==> src/rtl/core/drtq_pkg.sv <==
// Shared types and constants for the dirty region tracker queue.
// No dependencies; every module of the block imports this package.
package drtq_pkg;

   localparam int GRID_W      = 5;
   localparam int BUDGET_W    = 4;
   localparam int CSR_IDX_W   = 2;
   localparam int CSR_DATA_W  = 5;
   localparam int COORD_W     = 8;
   localparam int INDEX_W     = 12;
   localparam int CAND_W      = 15;
   localparam int PROD_W      = 10;
   localparam int DRAIN_CAP   = 8;
   localparam int QUEUE_DEPTH = 4;
   localparam int QPTR_W      = 2;

   localparam logic [CSR_IDX_W-1:0] CSR_GRID_X       = 2'd0;
   localparam logic [CSR_IDX_W-1:0] CSR_GRID_Y       = 2'd1;
   localparam logic [CSR_IDX_W-1:0] CSR_GRID_Z       = 2'd2;
   localparam logic [CSR_IDX_W-1:0] CSR_DRAIN_BUDGET = 2'd3;

   localparam logic FUNC_MARK  = 1'b0;
   localparam logic FUNC_DRAIN = 1'b1;

   typedef struct packed {
      logic               func;
      logic [COORD_W-1:0] block_x;
      logic [COORD_W-1:0] block_y;
      logic [COORD_W-1:0] block_z;
   } req_type;

   typedef struct packed {
      logic [INDEX_W-1:0] region_index;
      logic               last;
   } rsp_type;

   typedef struct packed {
      logic [GRID_W-1:0] x;
      logic [GRID_W-1:0] y;
      logic [GRID_W-1:0] z;
   } grid_type;

   typedef struct packed {
      logic              drain;
      logic [CAND_W-1:0] idx;
   } cmd_type;

   typedef struct packed {
      logic    valid;
      cmd_type cmd;
   } cmd_push_type;

endpackage

==> src/rtl/core/drtq_cmd_queue.sv <==
// Short command queue between the front end and the back end.
// Uses drtq_pkg for the command type and depth.
module drtq_cmd_queue import drtq_pkg::*; (
   input  logic         clock,
   input  logic         reset,
   input  cmd_push_type push,
   input  logic         pop,
   output cmd_type      head,
   output logic         empty,
   output logic         full
);

   cmd_type            entry_ff [QUEUE_DEPTH];
   logic [QPTR_W-1:0]  wr_ff, wr_in;
   logic [QPTR_W-1:0]  rd_ff, rd_in;
   logic [QPTR_W:0]    cnt_ff, cnt_in;

   assign empty = (cnt_ff == '0);
   assign full  = (cnt_ff == (QPTR_W+1)'(QUEUE_DEPTH));
   assign head  = entry_ff[rd_ff];

   always_comb begin
      wr_in  = wr_ff;
      rd_in  = rd_ff;
      cnt_in = cnt_ff;
      if (push.valid) begin
         wr_in = wr_ff + 1'b1;
      end
      if (pop) begin
         rd_in = rd_ff + 1'b1;
      end
      if (push.valid && !pop) begin
         cnt_in = cnt_ff + 1'b1;
      end else if (pop && !push.valid) begin
         cnt_in = cnt_ff - 1'b1;
      end
   end

   always_ff @(posedge clock) begin
      if (reset) begin
         wr_ff  <= '0;
         rd_ff  <= '0;
         cnt_ff <= '0;
      end else begin
         wr_ff  <= wr_in;
         rd_ff  <= rd_in;
         cnt_ff <= cnt_in;
      end
   end

   always_ff @(posedge clock) begin
      if (push.valid) begin
         entry_ff[wr_ff] <= push.cmd;
      end
   end

endmodule

==> config.mk <==
export PLATFORM = sky130hd
export DESIGN_NAME = drtq_cmd_queue
export DESIGN_NICKNAME = d
export VERILOG_FILES = /design/src/rtl/core/drtq_pkg.sv /design/src/rtl/core/drtq_cmd_queue.sv
export SDC_FILE = /design/constraint.sdc
export NUM_CORES = 1
export LEC_CHECK = 0
export ABC_CLOCK_PERIOD_IN_PS = 2090
export BUFFER_PORTS_ARGS = -buffer_cell sky130_fd_sc_hd__buf_2
export CAP_MARGIN = 20
export CORE_UTILIZATION = 25
export DETAILED_ROUTE_END_ITERATION = 16
export PLACE_DENSITY_LB_ADDON = 0.05
export RECOVER_POWER = 100
export SLEW_MARGIN = 20
export SYNTH_ARGS = -nofsm -noshare
export SYNTH_HDL_FRONTEND = slang
export SYNTH_SLANG_ARGS = --single-unit
==> constraint.sdc <==
create_clock -name clock -period 2.09 [get_ports clock]
set_input_delay 0.1045 -clock clock [delete_from_list [all_inputs] [get_ports clock]]
set_output_delay 0.1045 -clock clock [all_outputs]
set_load 0.05 [all_outputs]
==> impl_metrics.toml <==
[status]
status = "finished clean"

[sta]
rsz0062_at_grt = "no"
setup_viol_count_final = 0
finalSetupTns_ps = 0
min_period_over_period_pct = 93.8
slew_headroom_pct = 36.9
final.setup_skew_ps = 11.1
max_slew.worst_pin.slew_ps = 946
layout_setup_ws_ps = 129
fmax_ghz = 0.510
report.final.slew_viol_count = 0
report.final.hold_viol_count = 0
min_tclk_post_route_ps = 1960

[synth]
synth-seq-area-share_pct = 75.7
syn-num-nets = 154
synth_enable_flop_cells = 64
ys.warnings.count = 0
yosys_register_bits = 73
yosys.area.top_type_share_pct = 69.3
synth_area_leaders = "sky130_fd_sc_hd__edfxtp_1 (69%), sky130_fd_sc_hd__mux4_2 (8.1%), sky130_fd_sc_hd__dfxtp_1 (6.5%)"
postSynthCellCount = 128
synth-main-ff-cell = "sky130_fd_sc_hd__edfxtp_1"
syn_area_um2 = 2780
synth.distinct_cells = 22
synth-async-reset-ratio_pct = 0
synth_top_cell_by_area = "sky130_fd_sc_hd__edfxtp_1"
syn-mean-instance-area_um2 = 21.7

[clock_tree]
cts_max_level = 3
number_of_resized_instances_in_the_post_cts_repair_step = 0
clkTransAtPathRegs_ps = 80
clock_latency_ps = 350
post_cts_hold_fix_bufs = 16
clock_tree.buffer_depth = 2
tritoncts_clock_tree = "built"
cts_root_buffer = "sky130_fd_sc_hd__clkbuf_8"
clkSinkCount = 73
cts_buffers = 9
postCtsSetupRepairBufs = 0

[final_layout]
multi_input_comb_area_um2 = 613
sequential_area_um2 = 2100
nets = 220
drive_gt1_share_pct = 23.6
layout.core_utilization_pct = 31.9
layout.filler_cells = 1077
fin_cells = 339
areaGrowthSynthToFinish_pct = 24.7
insertedDiodeCount = 0

[setup_path]
worstPathMaxFanout = 16
reg2regPathDepth = 3
cp_class = "register to output port"
critical_path.startpoint_type = "register"
critical_path.reg2reg.startpoint = "wr_ff[0]$_SDFFE_PP0P_"
worstSetupEndpointType = "output port"
crit_required_ps = 1990
arrival_ps = 1860
reg2reg_slack_ps = 390
worst_r2r_endpoint = "entry_ff[0][8]$_DFFE_PP_"

[routing]
drt-pass1-iter-count = 4
postRouteAntennaNets = 0
post_drt_via_cell_ratio = 4.07
drt_drc_violations_left = 0
drt_first_iter_violations = 49
wl_per_cell_um = 15.1
wl_um = 5130
vias = 1380

[place]
detailedPlace.worstSlack_ps = 346
place.port_buffers = 37
detailed_place_hpwl_um = 3180
gp_congestion = 0.625
place.detailed.instances = 307

[floorplan]
die_width_um = 107
i_o_pins = 38
die_area_um2 = 11500
floorplan.initialDensity_pct = 25.6
fp-row-count = 38
coreArea_um2 = 10800
floorplan.die.height_um = 107

[hold_path]
min_delay_worst_endpoint = "cnt_ff[0]$_SDFFE_PP0P_"
worst_hold_path_type = "input port to register"
worstHoldPathCells = 2
holdCritStartpoint = "reset"

[power]
total_leakage_power_nw = 1.18
internal_power_mw = 2.42
ir_drop_mv = 0.266
p_comb_share_pct = 16.0
power.share.clock_pct = 32.9
total_switching_power_mw = 0.903
power.density_nw_per_um2 = 960
fraction_of_power_spent_switching_nets_pct = 27.2
p_seq_share_pct = 51.1

[global_routing]
globalRoute.totalOverflow = 0
antenna_found_initial = 0
maximum_number_of_pins_on_one_net_before_global_route_repair = 17
grt_pass1_wl_um = 7870
first_global_vias = 1456
grt.total_usage_pct = 9.76

[flow_run]
max_cap_viol_count = 0
==> cell families (layout without fill, tap and decap cells) <==
group                    count (synthesis)  after routing  share of synthesized area, %
AND/OR/NAND/NOR                         15             15                          2.66
multiplexers                            18             18                          14.5
buffers and inverters                    9             80                          2.16
XOR/XNOR                                 5              5                          1.58
AO/OA/AOI/OAI                            2              2                         0.360
flip-flops                              73             73                          75.7
adder cells (fa/ha/maj)                  6              6                          2.98
==> cell usage after synthesis (all sizes together) (2+ instances only) <==
cell type and number:
mux2i 2, and2 4, nor2 7, mux4 16, ha 5, inv 4, buf 4, xnor2 2
dfxtp 9, xor2 3, edfxtp 64
==> stage by stage <==
stage | hold WS, ps | power (mW) | cell area [um2]
global placement | 317 | 2.25 | 3140
floorplan | 203 | 2.12 | 2780
CTS | 6.89 | 3.39 | 3500
global route | 28.1 | 3.47 | 3460
finish | 24.0 | 3.32 | 3460
detailed placement | 322 | 2.26 | 3140
==> layer usage <==
| layer | GRT usage, % | up-vias | routed length (um) | share of wire, % |
|---|---|---|---|---|
| met5 | 0 | - | 0 | 0 |
| met4 | 5.28 | 0 | 88 | 1.7 |
| met3 | 3.15 | 7 | 210 | 4.1 |
| met2 | 15.4 | 27 | 2530 | 49 |
| met1 | 11.8 | 707 | 2300 | 45 |
| li1 | - | 639 | - | - |
==> placed cells by master, fill, tap and decap left out, types with 2 or more instances in the layout <==
master | Yosys | routed
sky130_fd_sc_hd__mux4_2 | 10 | 10
sky130_fd_sc_hd__mux2i_1 | 2 | 2
sky130_fd_sc_hd__buf_4 | 0 | 2
sky130_fd_sc_hd__buf_2 | 2 | 5
sky130_fd_sc_hd__inv_1 | 4 | 4
sky130_fd_sc_hd__edfxtp_1 | 64 | 64
sky130_fd_sc_hd__clkbuf_8 | 0 | 10
sky130_fd_sc_hd__xor2_1 | 3 | 3
sky130_fd_sc_hd__clkbuf_2 | 0 | 15
sky130_fd_sc_hd__clkinv_2 | 0 | 2
sky130_fd_sc_hd__dlygate4sd3_1 | 0 | 16
sky130_fd_sc_hd__nor2_1 | 7 | 7
sky130_fd_sc_hd__mux4_1 | 6 | 6
sky130_fd_sc_hd__dfxtp_1 | 9 | 9
sky130_fd_sc_hd__ha_1 | 5 | 5
sky130_fd_sc_hd__xnor2_1 | 2 | 2
sky130_fd_sc_hd__clkbuf_1 | 1 | 23
sky130_fd_sc_hd__and2_0 | 0 | 3
==> critical path, stage by stage (launching register included) <==
cell and delay (ps):
sky130_fd_sc_hd__dfxtp_1 310, sky130_fd_sc_hd__buf_4 320, sky130_fd_sc_hd__mux4_1 620, sky130_fd_sc_hd__clkbuf_2 260
==> layout make-up <==
class / instances / share of cell area, %
inverters: 4 / 0.434
repair buffers: 60 / 10.3
flip-flops and latches: 73 / 60.7
clock buffers: 11 / 4.09
multi-input cells: 46 / 17.7
well taps: 140 / 5.06
clock inverters: 5 / 1.63
==> power by group through the flow <==
stage / combinational [mW] / sequential [mW] / clock, mW
after global routing: 0.575 / 1.71 / 1.19
after CTS: 0.554 / 1.70 / 1.14
after detailed placement: 0.529 / 1.73 / 0
after global placement: 0.521 / 1.73 / 0
after floorplan: 0.400 / 1.72 / 0
final: 0.532 / 1.70 / 1.09
==> sequential cells by signal, summed over array words and instances, names as in the netlist, named ones only <==
name,cells
rd_ff,2
cnt_ff,3
wr_ff,2
entry_ff,64
==> worst max-delay path by stage <==
stage,start,end,slack (ps),cells after the start
after floorplan,cnt_ff[1]$_SDFFE_PP0P_,full,480,1
after global placement,wr_ff[0]$_SDFFE_PP0P_,entry_ff[0][0]$_DFFE_PP_,390,3
after detailed placement,wr_ff[0]$_SDFFE_PP0P_,entry_ff[0][7]$_DFFE_PP_,350,3
after CTS,register,head[13],90,3
after global routing,register,head[13],30,3
final,register,head[13],130,3
(Power assumes the default switching activity.)
