===== src/rtl/core/drtq_pkg.sv =====
// Shared types and constants for the dirty region tracker queue.
// No dependencies; every module of the block imports this package.
package drtq_pkg;

   localparam int GRID_W      = 5;
   localparam int BUDGET_W    = 4;
   localparam int CSR_IDX_W   = 2;
   localparam int CSR_DATA_W  = 5;
   localparam int COORD_W     = 8;
   localparam int INDEX_W     = 12;
   localparam int CAND_W      = 15;
   localparam int PROD_W      = 10;
   localparam int DRAIN_CAP   = 8;
   localparam int QUEUE_DEPTH = 4;
   localparam int QPTR_W      = 2;

   localparam logic [CSR_IDX_W-1:0] CSR_GRID_X       = 2'd0;
   localparam logic [CSR_IDX_W-1:0] CSR_GRID_Y       = 2'd1;
   localparam logic [CSR_IDX_W-1:0] CSR_GRID_Z       = 2'd2;
   localparam logic [CSR_IDX_W-1:0] CSR_DRAIN_BUDGET = 2'd3;

   localparam logic FUNC_MARK  = 1'b0;
   localparam logic FUNC_DRAIN = 1'b1;

   typedef struct packed {
      logic               func;
      logic [COORD_W-1:0] block_x;
      logic [COORD_W-1:0] block_y;
      logic [COORD_W-1:0] block_z;
   } req_type;

   typedef struct packed {
      logic [INDEX_W-1:0] region_index;
      logic               last;
   } rsp_type;

   typedef struct packed {
      logic [GRID_W-1:0] x;
      logic [GRID_W-1:0] y;
      logic [GRID_W-1:0] z;
   } grid_type;

   typedef struct packed {
      logic              drain;
      logic [CAND_W-1:0] idx;
   } cmd_type;

   typedef struct packed {
      logic    valid;
      cmd_type cmd;
   } cmd_push_type;

endpackage


===== src/rtl/core/drtq_front.sv =====
// Front end: takes transactions, finds the enclosing region and its face neighbours,
// and pushes in-grid region indices or drain commands to the command queue. Uses drtq_pkg.
module drtq_front import drtq_pkg::*; #(
   parameter int REGION_EDGE = 16,
   parameter int MAX_REGIONS = 4096
) (
   input  logic         clock,
   input  logic         reset,
   input  logic         accept,
   input  req_type      req_data,
   input  grid_type     grid,
   input  logic         queue_full,
   output cmd_push_type push,
   output logic         busy
);

   localparam int DIV_SHIFT = 16;
   localparam int MULT_W    = DIV_SHIFT + 1;
   localparam int DIVP_W    = COORD_W + MULT_W;
   localparam int DIV_MULT  = (2 ** DIV_SHIFT + REGION_EDGE - 1) / REGION_EDGE;
   localparam int LIM_W     = CAND_W + 2;

   localparam logic [COORD_W-1:0] EDGE_C    = COORD_W'(REGION_EDGE);
   localparam logic [COORD_W-1:0] EDGE_TOP  = COORD_W'(REGION_EDGE - 1);
   localparam logic [LIM_W-1:0]   MAX_LIMIT = LIM_W'(MAX_REGIONS);

   localparam logic [2:0] F_IDLE  = 3'd0;
   localparam logic [2:0] F_DIV   = 3'd1;
   localparam logic [2:0] F_LOC   = 3'd2;
   localparam logic [2:0] F_CAND  = 3'd3;
   localparam logic [2:0] F_DRAIN = 3'd4;

   localparam logic [2:0] SLOT_SELF = 3'd0;
   localparam logic [2:0] SLOT_XM   = 3'd1;
   localparam logic [2:0] SLOT_XP   = 3'd2;
   localparam logic [2:0] SLOT_YM   = 3'd3;
   localparam logic [2:0] SLOT_YP   = 3'd4;
   localparam logic [2:0] SLOT_ZM   = 3'd5;
   localparam logic [2:0] SLOT_ZP   = 3'd6;

   logic [2:0]         state_ff, state_in;
   logic [2:0]         slot_ff, slot_in;
   logic [COORD_W-1:0] bx_ff, bx_in, by_ff, by_in, bz_ff, bz_in;
   logic [COORD_W-1:0] rx_ff, rx_in, ry_ff, ry_in, rz_ff, rz_in;
   logic [5:0]         face_ff, face_in;
   logic               sb_valid_ff, sb_valid_in;
   logic               sb_drain_ff, sb_drain_in;
   logic [PROD_W-1:0]  sb_p_ff, sb_p_in;
   logic [GRID_W-1:0]  sb_cx_ff, sb_cx_in;

   logic [COORD_W-1:0] cx, cy, cz;
   logic [COORD_W-1:0] lx, ly, lz;
   logic               take, in_grid, go;
   logic [CAND_W-1:0]  sb_idx;
   logic               in_range;

   function automatic logic [COORD_W-1:0] quot(input logic [COORD_W-1:0] v);
      logic [DIVP_W-1:0] prod;
      prod = DIVP_W'(v) * DIVP_W'(DIV_MULT);
      return COORD_W'(prod >> DIV_SHIFT);
   endfunction

   function automatic logic [COORD_W-1:0] rem_of(input logic [COORD_W-1:0] b,
                                                 input logic [COORD_W-1:0] r);
      logic [2*COORD_W-1:0] base;
      base = (2*COORD_W)'(r) * (2*COORD_W)'(EDGE_C);
      return b - COORD_W'(base);
   endfunction

   assign go = !queue_full;
   assign lx = rem_of(bx_ff, rx_ff);
   assign ly = rem_of(by_ff, ry_ff);
   assign lz = rem_of(bz_ff, rz_ff);

   always_comb begin
      cx   = rx_ff;
      cy   = ry_ff;
      cz   = rz_ff;
      take = 1'b0;
      case (slot_ff)
         SLOT_SELF: begin
            take = 1'b1;
         end
         SLOT_XM: begin
            take = face_ff[0] && (rx_ff != '0);
            cx   = rx_ff - 1'b1;
         end
         SLOT_XP: begin
            take = face_ff[1];
            cx   = rx_ff + 1'b1;
         end
         SLOT_YM: begin
            take = face_ff[2] && (ry_ff != '0);
            cy   = ry_ff - 1'b1;
         end
         SLOT_YP: begin
            take = face_ff[3];
            cy   = ry_ff + 1'b1;
         end
         SLOT_ZM: begin
            take = face_ff[4] && (rz_ff != '0);
            cz   = rz_ff - 1'b1;
         end
         SLOT_ZP: begin
            take = face_ff[5];
            cz   = rz_ff + 1'b1;
         end
         default: begin
            take = 1'b0;
         end
      endcase
      in_grid = (cx < COORD_W'(grid.x)) && (cy < COORD_W'(grid.y)) &&
                (cz < COORD_W'(grid.z));
   end

   always_comb begin
      state_in    = state_ff;
      slot_in     = slot_ff;
      bx_in       = bx_ff;
      by_in       = by_ff;
      bz_in       = bz_ff;
      rx_in       = rx_ff;
      ry_in       = ry_ff;
      rz_in       = rz_ff;
      face_in     = face_ff;
      sb_valid_in = sb_valid_ff;
      sb_drain_in = sb_drain_ff;
      sb_p_in     = sb_p_ff;
      sb_cx_in    = sb_cx_ff;
      case (state_ff)
         F_IDLE: begin
            if (accept) begin
               bx_in    = req_data.block_x;
               by_in    = req_data.block_y;
               bz_in    = req_data.block_z;
               slot_in  = SLOT_SELF;
               state_in = (req_data.func == FUNC_DRAIN) ? F_DRAIN : F_DIV;
            end
         end
         F_DIV: begin
            rx_in    = quot(bx_ff);
            ry_in    = quot(by_ff);
            rz_in    = quot(bz_ff);
            state_in = F_LOC;
         end
         F_LOC: begin
            face_in  = {lz == EDGE_TOP, lz == '0, ly == EDGE_TOP, ly == '0,
                        lx == EDGE_TOP, lx == '0};
            state_in = F_CAND;
         end
         F_CAND: begin
            if (go) begin
               slot_in = slot_ff + 1'b1;
               if (slot_ff == SLOT_ZP) begin
                  state_in = F_IDLE;
               end
            end
         end
         F_DRAIN: begin
            if (go) begin
               state_in = F_IDLE;
            end
         end
         default: begin
            state_in = F_IDLE;
         end
      endcase
      if (go) begin
         sb_valid_in = ((state_ff == F_CAND) && take && in_grid) || (state_ff == F_DRAIN);
         sb_drain_in = (state_ff == F_DRAIN);
         sb_p_in     = PROD_W'(cy[GRID_W-1:0]) * PROD_W'(grid.z) + PROD_W'(cz[GRID_W-1:0]);
         sb_cx_in    = cx[GRID_W-1:0];
      end
   end

   assign sb_idx   = CAND_W'(sb_p_ff) * CAND_W'(grid.x) + CAND_W'(sb_cx_ff);
   assign in_range = LIM_W'(sb_idx) < MAX_LIMIT;

   always_comb begin
      push.valid     = sb_valid_ff && go && (sb_drain_ff || in_range);
      push.cmd.drain = sb_drain_ff;
      push.cmd.idx   = sb_idx;
   end

   assign busy = (state_ff != F_IDLE);

   always_ff @(posedge clock) begin
      if (reset) begin
         state_ff    <= F_IDLE;
         sb_valid_ff <= 1'b0;
      end else begin
         state_ff    <= state_in;
         sb_valid_ff <= sb_valid_in;
      end
   end

   always_ff @(posedge clock) begin
      slot_ff     <= slot_in;
      bx_ff       <= bx_in;
      by_ff       <= by_in;
      bz_ff       <= bz_in;
      rx_ff       <= rx_in;
      ry_ff       <= ry_in;
      rz_ff       <= rz_in;
      face_ff     <= face_in;
      sb_drain_ff <= sb_drain_in;
      sb_p_ff     <= sb_p_in;
      sb_cx_ff    <= sb_cx_in;
   end

endmodule


===== config.mk =====
export PLATFORM = sky130hd
export DESIGN_NAME = drtq_front
export DESIGN_NICKNAME = d
export VERILOG_FILES = /design/src/rtl/core/drtq_pkg.sv /design/src/rtl/core/drtq_front.sv
export SDC_FILE = /design/constraint.sdc
export NUM_CORES = 1
export LEC_CHECK = 0
export BUFFER_PORTS_ARGS = -buffer_cell sky130_fd_sc_hd__buf_2
export CAP_MARGIN = 20
export CORE_ASPECT_RATIO = 0.7
export CORE_UTILIZATION = 50
export DETAILED_ROUTE_END_ITERATION = 16
export PLACE_DENSITY = 0.71
export SYNTH_ARGS = -nofsm -noshare
export SYNTH_HDL_FRONTEND = slang
export SYNTH_SLANG_ARGS = --single-unit

===== constraint.sdc =====
create_clock -name clock -period 5 [get_ports clock]
set_input_delay 0.5 -clock clock [delete_from_list [all_inputs] [get_ports clock]]
set_output_delay 0.5 -clock clock [all_outputs]
set_load 0.02 [all_outputs]

==> run_results.csv, run 1 <==
group,metric,value,unit
clocking,clock_path_buffers,2,
finish,fillers,933,
sta,setup_viol,0,
die,start_util,51.9,%
die,core_area,11900,sq um
critical_path,r2r_cells,17,
placed_design,place_hpwl,10500,um
routing,drt-wirelength-per-cell,15.4,um
critical_path,endpoint_kind,"output port",
routing,ant_nets,0,
routing,vias,4627,
clocking,clockRootBuffer,"clkbuf_16",
die,fp-row-count,33,
sta,slew_headroom,50.1,%
synth,synth_top_area_share,29.8,%
placed_design,place_area,6680,sq um
synth,synthCells,614,
grt,grt_usage,22.1,%
sta,final_max_slew_viol_count,0,
clocking,cts_hold_buf,0,
synth,synth.area.top_cells,"edfxtp_1 30%, ha_1 16%, fa_1 14%",
routing,wl,13300,um
die,dieHeight,94.8,um
synth,synth_seq_cells,65,
finish,drive_gt1_share,21.7,%
flow_run,max-cap-violations,0,
finish,nNetsFinal,868,
synth,ys_types,65,
grt,grt_pass1_vias,4571,
grt,grt_max_degree,25,
routing,vias_per_cell,5.36,
clocking,clock_latency,0.33,ns
sta,fmax,204,MHz
grt,antenna_found_initial,0,
critical_path,ff2ff_setup_slack,0.28,ns
finish,n_antenna_cell,0,
finish,layout_commonest_cell,"inv_1",
sta,final-hold-violation-count,0,
synth,synth_top_area_cell,"edfxtp_1",
synth,synth_edf_count,61,
sta,rsz0062_at_grt,"yes",
critical_path,crit_chain,"and2_4 > fa_1 > fa_1 > inv_1 > fa_1 > inv_2 > ha_4 > a211o_1 > o22ai_2 > o31ai_2 > xor2_1 > o31a_1 > nor3b_2 > buf_4",
critical_path,crit_path_frequent_cell,"fa_1",
finish,layout_common_cells,"99 x inv_1, 70 x ha_1, 61 x edfxtp_1",
sta,min_period,4.90,ns
die,dieArea,12700,sq um
critical_path,timing.rr.end,"sb_p_ff[8]",
sta,timing.final.crit_share,98.0,%
clocking,clock_sinks,65,
placed_design,io_buffers,61,
clocking,cts_tree,"done",
critical_path,crit_slowest_cell,"fa_1",
critical_path,critPathRequiredTime,4.50,ns
critical_path,cp_max_fo,5,
synth,synth.cell_area,6140,sq um
critical_path,r2r-start,"slot_ff[0]",
die,die_w,135,um
synth,syn_avg_cell_area,10.0,sq um
critical_path,cpPeakStageDelay,0.55,ns
grt,gr-total-overflow,0,
routing,route.detailed.drc,0,
synth,synth_fp_nets,781,
sta,tightest_slew,0.747,ns
worst_hold_path,min_path_type,"in -> reg",
critical_path,worstSetupPathType,"reg -> out",
clocking,htreeDepth,3,
finish,final_cell_area,7280,sq um
clocking,path_clk_slew,0.06,ns
critical_path,startpoint,"sb_p_ff[7]",
placed_design,place_congestion,0.932,
grt,grt_pass1_wl,21600,um
routing,drtIter0Drc,318,
status,status,"finished clean",
synth,synth-main-ff-cell,"edfxtp_1",
die,io_pins,62,
synth,synthArstFlopShare,0,%
synth,yosysSeqAreaShare,31.1,%
critical_path,crit_end,"push[16]",
critical_path,start_kind,"flip-flop",
routing,dr.pass1.iters,5,
critical_path,critical_path_arrival,4.40,ns
finish,syn_to_final_growth,18.5,%
synth,synth_warnings,0,
clocking,cts_buffers,9,
sta,clock_skew,0.00835,ns
## kinds of logic after synthesis
logic type / count (synthesis) / synth area share (%)
buffers and inverters: 120 / 7.62
muxes: 1 / 0.163
xor gates and xnor gates: 29 / 4.13
and+or+nand+nor: 181 / 15.8
DFF: 65 / 31.1
adders and majority gates: 123 / 30.3
AOI/OAI and AO/OA: 95 / 10.9
## flip-flops by register name (all words and copies together), names as in the netlist, 4 cells and up
name,cells
sb_p_ff,10
rx_ff,4
ry_ff,4
sb_cx_ff,5
rz_ff,4
bx_ff,8
bz_ff,8
by_ff,8
face_ff,6
## critical path, delay by kind of cell (launching register included)
family          cells  cell delay (ns)
fa+ha+maj           4             1.85
compound gates      4             0.96
flops               1             0.46
simple gates        2             0.36
buf+inv             3             0.26
xor+xnor            1             0.18
## Yosys cell counts, drive strengths merged, types with 2 or more instances
library cell / n
inv: 105
ha: 80
edfxtp: 61
and2: 52
nand2: 46
fa: 43
a21oi: 30
nor2: 29
xnor2: 17
o21ai: 16
xor2: 12
nand3: 10
nand4: 10
a21o: 9
clkbuf: 8
buf: 7
nand2b: 6
nor3: 6
a211oi: 5
o22ai: 5
dfxtp: 4
nor2b: 4
nor3b: 4
or4: 4
a221oi: 3
a31oi: 3
nor4: 3
o2111ai: 3
and3: 2
o211ai: 2
o21bai: 2
o221ai: 2
o31a: 2
o31ai: 2
o32ai: 2
## what timing repair did
item	in CTS	in global routing
hold endpoints to repair	0	0
setup endpoints to repair	1	3
pin swaps	2	34
gates resized for setup	3	32
buffers inserted	7	7
## per-stage QoR
stage / setup TNS (ns) / worst slack [ns] / std cells / utilization [%] / hold slack [ns]
finish: 0 / 0.101 / 863 / 61.5 / 0.343
global route: -0.0529 / -0.0529 / 863 / 61.5 / 0.331
CTS: 0 / 0.0168 / 854 / 59.6 / 0.336
detailed placement: 0 / 0.0683 / 831 / 56.4 / 0.439
global placement: 0 / 0.197 / 831 / 56.4 / 0.431
floorplan: 0 / 0.214 / 614 / - / 0.426
## worst min-delay path by stage
| stage | startpoint | endpoint | cells past startpoint |
|---|---|---|---|
| after CTS | req_data[21] | bx_ff[5] | 1 |
| after global routing | req_data[10] | by_ff[2] | 1 |
| after global placement | by_ff[4] | ry_ff[0] | 0 |
| after floorplan | bx_ff[4] | rx_ff[0] | 0 |
| final | req_data[3] | bz_ff[3] | 1 |
| after detailed placement | by_ff[4] | ry_ff[0] | 0 |
## area by class of cell
cell class / count / area, sq um / area share, %
Clock inverter: 7 / 93.8 / 1.29
Sequential cell: 65 / 1910 / 26.2
Timing Repair Buffer: 91 / 552 / 7.58
Clock buffer: 9 / 225 / 3.09
Tap cell: 157 / 196 / 2.70
Multi-Input combinational cell: 429 / 3910 / 53.7
Inverter: 105 / 394 / 5.41
## layer usage
layer / wire length [um] / part of all wire (%) / up-vias / GRT usage (%)
met1: 6570 / 50 / 2235 / 30.0
met2: 5850 / 44 / 113 / 35.1
met3: 571 / 4.3 / 21 / 4.83
met4: 255 / 1.9 / 0 / 7.77
met5: 0 / 0 / - / 0
li1: - / - / 2258 / -
Power of run 1 is not shown: default switching activity piles up to over one toggle a cycle in this logic, so the estimate is an artifact.
==> run 2: changes to the inputs <==
CELL_PAD_IN_SITES_DETAIL_PLACEMENT = 1   (was unset)
CELL_PAD_IN_SITES_GLOBAL_PLACEMENT = 1   (was unset)
CORE_UTILIZATION = 43   (was 50)
PLACE_DENSITY = 0.77   (was 0.71)
==> run_results.csv, run 2 (same netlist as run 1, synthesis figures left out) <==
group,metric,value,unit
clocking,htreeDepth,3,
grt,grt_usage,22.3,%
grt,grt_max_degree,25,
sta,clock_skew,0.00530,ns
die,dieHeight,102,um
grt,antenna_found_initial,0,
grt,grt_pass1_wl,25300,um
placed_design,post-place-ws,0.100,ns
grt,grt_pass1_vias,5186,
grt,gr-total-overflow,0,
routing,drtIter0Drc,237,
routing,route.detailed.drc,0,
die,die_w,145,um
sta,tightest_slew,0.839,ns
sta,fmax,205,MHz
critical_path,r2r-start,"slot_ff[1]",
die,fp-row-count,36,
routing,dr.pass1.iters,4,
finish,final_cell_area,7380,sq um
sta,rsz0062_at_grt,"yes",
sta,min_period,4.87,ns
critical_path,start_kind,"flip-flop",
finish,syn_to_final_growth,20.1,%
finish,regMostFlops,"sb_p_ff",
routing,drt-wirelength-per-cell,17.1,um
routing,wl,15400,um
sta,setup_viol,0,
finish,fin_cells,899,
die,start_util,44.1,%
placed_design,placed_cells,865,
clocking,cts_tree,"done",
die,io_pins,62,
status,status,"finished clean",
clocking,cts_buffers,9,
clocking,cts_hold_buf,0,
sta,fin_ws,0.130,ns
critical_path,worstSetupPathType,"reg -> out",
worst_hold_path,min_path_type,"in -> reg",
sta,final_max_slew_viol_count,0,
sta,final-hold-violation-count,0,
placed_design,place_area,6730,sq um
critical_path,startpoint,"sb_p_ff[5]",
worst_hold_path,min_from,"req_data[1]",
critical_path,critPathRequiredTime,4.50,ns
finish,layout_commonest_cell,"inv_1",
finish,n_antenna_cell,0,
finish,nNetsFinal,871,
die,dieArea,14800,sq um
finish,final_util,53.0,%
placed_design,place_hpwl,11800,um
critical_path,cp_max_fo,4,
clocking,clock_latency,0.34,ns
critical_path,critical_path_arrival,4.37,ns
clocking,path_clk_slew,0.06,ns
finish,drive_gt1_share,21.3,%
critical_path,endpoint_kind,"output port",
clocking,clock_sinks,65,
die,core_area,13900,sq um
finish,layout_common_cells,"102 x inv_1, 71 x ha_1, 61 x edfxtp_1, 61 x buf_2, 46 x nand2_1",
routing,vias,4772,
placed_design,io_buffers,61,
sta,timing.final.crit_share,97.4,%
finish,largest_reg_flops,10,
clocking,clock_path_buffers,2,
routing,ant_nets,0,
flow_run,max-cap-violations,0,
routing,vias_per_cell,5.31,
clocking,clockRootBuffer,"clkbuf_16",
sta,slew_headroom,44.0,%
placed_design,place_congestion,0.917,
-- run 2: worst paths after layout --
check | to | slack [ns] | cells after the start
max reg2reg | sb_p_ff[9] | 0.29 | 18
min reg2reg | rx_ff[0] | 0.46 | 0
max | push[16] | 0.13 | 14
min | bz_ff[1] | 0.34 | 1
-- run 2: timing repair --
action	in CTS	in global routing
buffers inserted	9	7
setup endpoints to repair	1	4
pin swaps	2	36
gates resized for setup	3	32
-- run 2: layout make-up --
cell class / count / area, sq um
Fill cell: 1564 / 6540
Multi-Input combinational cell: 429 / 3920
Sequential cell: 65 / 1910
Timing Repair Buffer: 94 / 588
Inverter: 105 / 394
Tap cell: 190 / 238
Clock buffer: 10 / 229
Clock inverter: 6 / 92.6
-- run 2: stage by stage --
| step | hold slack (ns) | TNS [ns] |
|---|---|---|
| detailed placement | 0.442 | 0 |
| global placement | 0.438 | 0 |
| global route | 0.326 | -0.0587 |
| finish | 0.336 | 0 |
| CTS | 0.328 | 0 |
| floorplan | 0.426 | 0 |
-- run 2: metal layers --
layer / part of all wire, % / vias to the layer above / wire length (um) / GRT usage (%)
met5: 0 / - / 0 / 0
met4: 2.0 / 0 / 313 / 5.99
met3: 3.4 / 30 / 520 / 3.42
met2: 48 / 105 / 7400 / 38.5
met1: 47 / 2374 / 7170 / 29.4
li1: - / 2263 / - / -
-- run 2: critical path, cell delays in order (launching register included) --
cell      delay, ns
edfxtp_1       0.42
and2_4         0.19
fa_1           0.50
fa_1           0.54
inv_1          0.06
fa_1           0.52
inv_1          0.09
ha_4           0.26
a211o_1        0.32
o22ai_4        0.23
o21ai_2        0.09
xor2_1         0.15
o31a_1         0.31
nor3b_2        0.18
buf_4          0.16
Power of run 2 is left out for the same reason.
==> run 3: changes to the inputs <==
clock period = 4.12 ns   (was 5 ns; I/O delays follow)
==> run_results.csv, run 3 (same netlist as run 1, synthesis figures left out) <==
group,metric,value,unit
status,violations,"setup timing",
sta,tightest_slew,0.680,ns
die,core_area,13900,sq um
critical_path,start_kind,"flip-flop",
routing,drt-wirelength-per-cell,20.8,um
critical_path,crit_family,"adder cells",
critical_path,worstSetupPathType,"reg -> out",
sta,slew_headroom,54.6,%
clocking,clockRootBuffer,"clkbuf_16",
finish,final_util,60.1,%
finish,drive_gt1_share,38.3,%
placed_design,io_buffers,61,
critical_path,endpoint_kind,"output port",
critical_path,path_buf_inv,4,
clocking,htreeDepth,3,
sta,clock_skew,0.00962,ns
sta,setup_viol,13,
sta,timing.final.crit_share,117,%
die,dieHeight,102,um
finish,n_antenna_cell,0,
placed_design,place_congestion,0.873,
die,fp-row-count,36,
critical_path,crit_chain,"and2_1 > fa_1 > fa_1 > inv_1 > fa_1 > inv_2 > ha_4 > buf_4 > o21ai_0 > nand2b_1 > o2111ai_2 > a31oi_2 > xor2_2 > o31a_1 > nor3b_4 > buf_6",
finish,layout_commonest_cell,"buf_4",
clocking,clock_sinks,65,
critical_path,critPathRequiredTime,3.71,ns
finish,regMostFlops,"sb_p_ff",
flow_run,max-cap-violations,0,
die,io_pins,62,
critical_path,r2r-start,"slot_ff[1]",
placed_design,place_hpwl,13000,um
critical_path,startpoint,"sb_p_ff[3]",
critical_path,cpPeakStageDelay,0.50,ns
routing,route.detailed.drc,0,
clocking,clock_latency,0.34,ns
grt,grt_pass1_vias,5750,
clocking,cts_tree,"done",
sta,rsz0062_at_grt,"yes",
critical_path,cp_max_fo,5,
grt,antenna_found_initial,0,
die,start_util,44.1,%
routing,wl,20200,um
clocking,clock_path_buffers,2,
die,dieArea,14800,sq um
routing,vias_per_cell,5.46,
finish,syn_to_final_growth,36.2,%
status,status,"finished, violations left",
finish,fin_cells,971,
grt,grt_max_degree,25,
sta,fin_ws,-0.697,ns
grt,grt_usage,27.1,%
die,die_w,145,um
routing,dr.pass1.iters,4,
finish,nNetsFinal,943,
routing,vias,5302,
finish,largest_reg_flops,10,
finish,layout_common_cells,"95 x buf_4, 88 x inv_1, 61 x edfxtp_1",
sta,fmax,208,MHz
sta,final-hold-violation-count,0,
grt,grt_pass1_wl,29900,um
routing,ant_nets,0,
placed_design,placed_cells,926,
grt,gr-total-overflow,0,
critical_path,critical_path_arrival,4.40,ns
worst_hold_path,min_from,"req_data[9]",
critical_path,crit_slowest_cell,"fa_1",
clocking,cts_buffers,9,
clocking,path_clk_slew,0.06,ns
sta,final_max_slew_viol_count,0,
routing,drtIter0Drc,340,
sta,min_period,4.82,ns
critical_path,crit_path_frequent_cell,"fa_1",
worst_hold_path,min_path_type,"in -> reg",
==> run 3: cell types whose count changed in the layout (fill, tap and decap cells not counted), moves of 5 or more <==
| cell | before | now |
|---|---|---|
| buf_4 | 28 | 95 |
| inv_1 | 102 | 88 |
| inv_2 | 3 | 17 |
| ha_1 | 71 | 58 |
| buf_6 | 4 | 15 |
| nand2_1 | 46 | 35 |
| ha_4 | 8 | 17 |
| and2_1 | 44 | 37 |
| and2_4 | 8 | 15 |
| buf_2 | 61 | 54 |
| nand2_2 | 0 | 6 |
| xor2_1 | 12 | 6 |
| xor2_2 | 0 | 6 |
| nand2_4 | 0 | 5 |
==> run 3: repair_timing <==
| action | CTS | global route |
|---|---|---|
| setup endpoints to repair | 13 | 15 |
| pin swaps | 65 | 16 |
| gates resized for setup | 66 | 36 |
| cloned | 0 | 0 |
| setup buffers | 19 | 11 |
| hold buffers | 0 | 0 |
==> run 3: worst paths after layout <==
check / end / slack, ns / cells after the start
hold reg to reg: rz_ff[1] / 0.46 / 0
setup / recovery: push[16] / -0.70 / 16
hold / removal: by_ff[1] / 0.25 / 1
setup reg to reg: sb_p_ff[9] / -0.53 / 19
==> run 3: final cells by class <==
class	instances	area [sq um]
well taps	190	238
clock buffers	10	229
fillers	1499	5550
multi-input cells	429	4360
flip-flops and latches	65	1910
repair buffers	166	1200
inverters	105	394
clock inverters	6	35.0
==> run 3: layer usage <==
layer  vias to the layer above  GRT usage (%)  part of all wire (%)  wire length (um)
met5                         -              0                     0                 0
met4                         0           8.50                   2.4               495
met3                        47           4.36                   4.2               841
met2                       171           47.9                    52             10500
met1                      2686           34.1                    42              8430
li1                       2398              -                     -                 -
==> run 3: metrics by stage <==
step / setup slack (ns) / TNS [ns] / hold WS, ns / area (sq um)
6_report: -0.697 / -4.71 / 0.246 / 8370
5_1_grt: -0.888 / -6.40 / 0.235 / 8370
4_1_cts: -0.545 / -2.48 / 0.236 / 8090
3_5_place_dp: -0.528 / -2.62 / 0.447 / 7410
3_3_place_gp: -0.391 / -1.63 / 0.432 / 7410
2_1_floorplan: -0.232 / -0.560 / 0.426 / 6410
Power of run 3 is left out for the same reason.
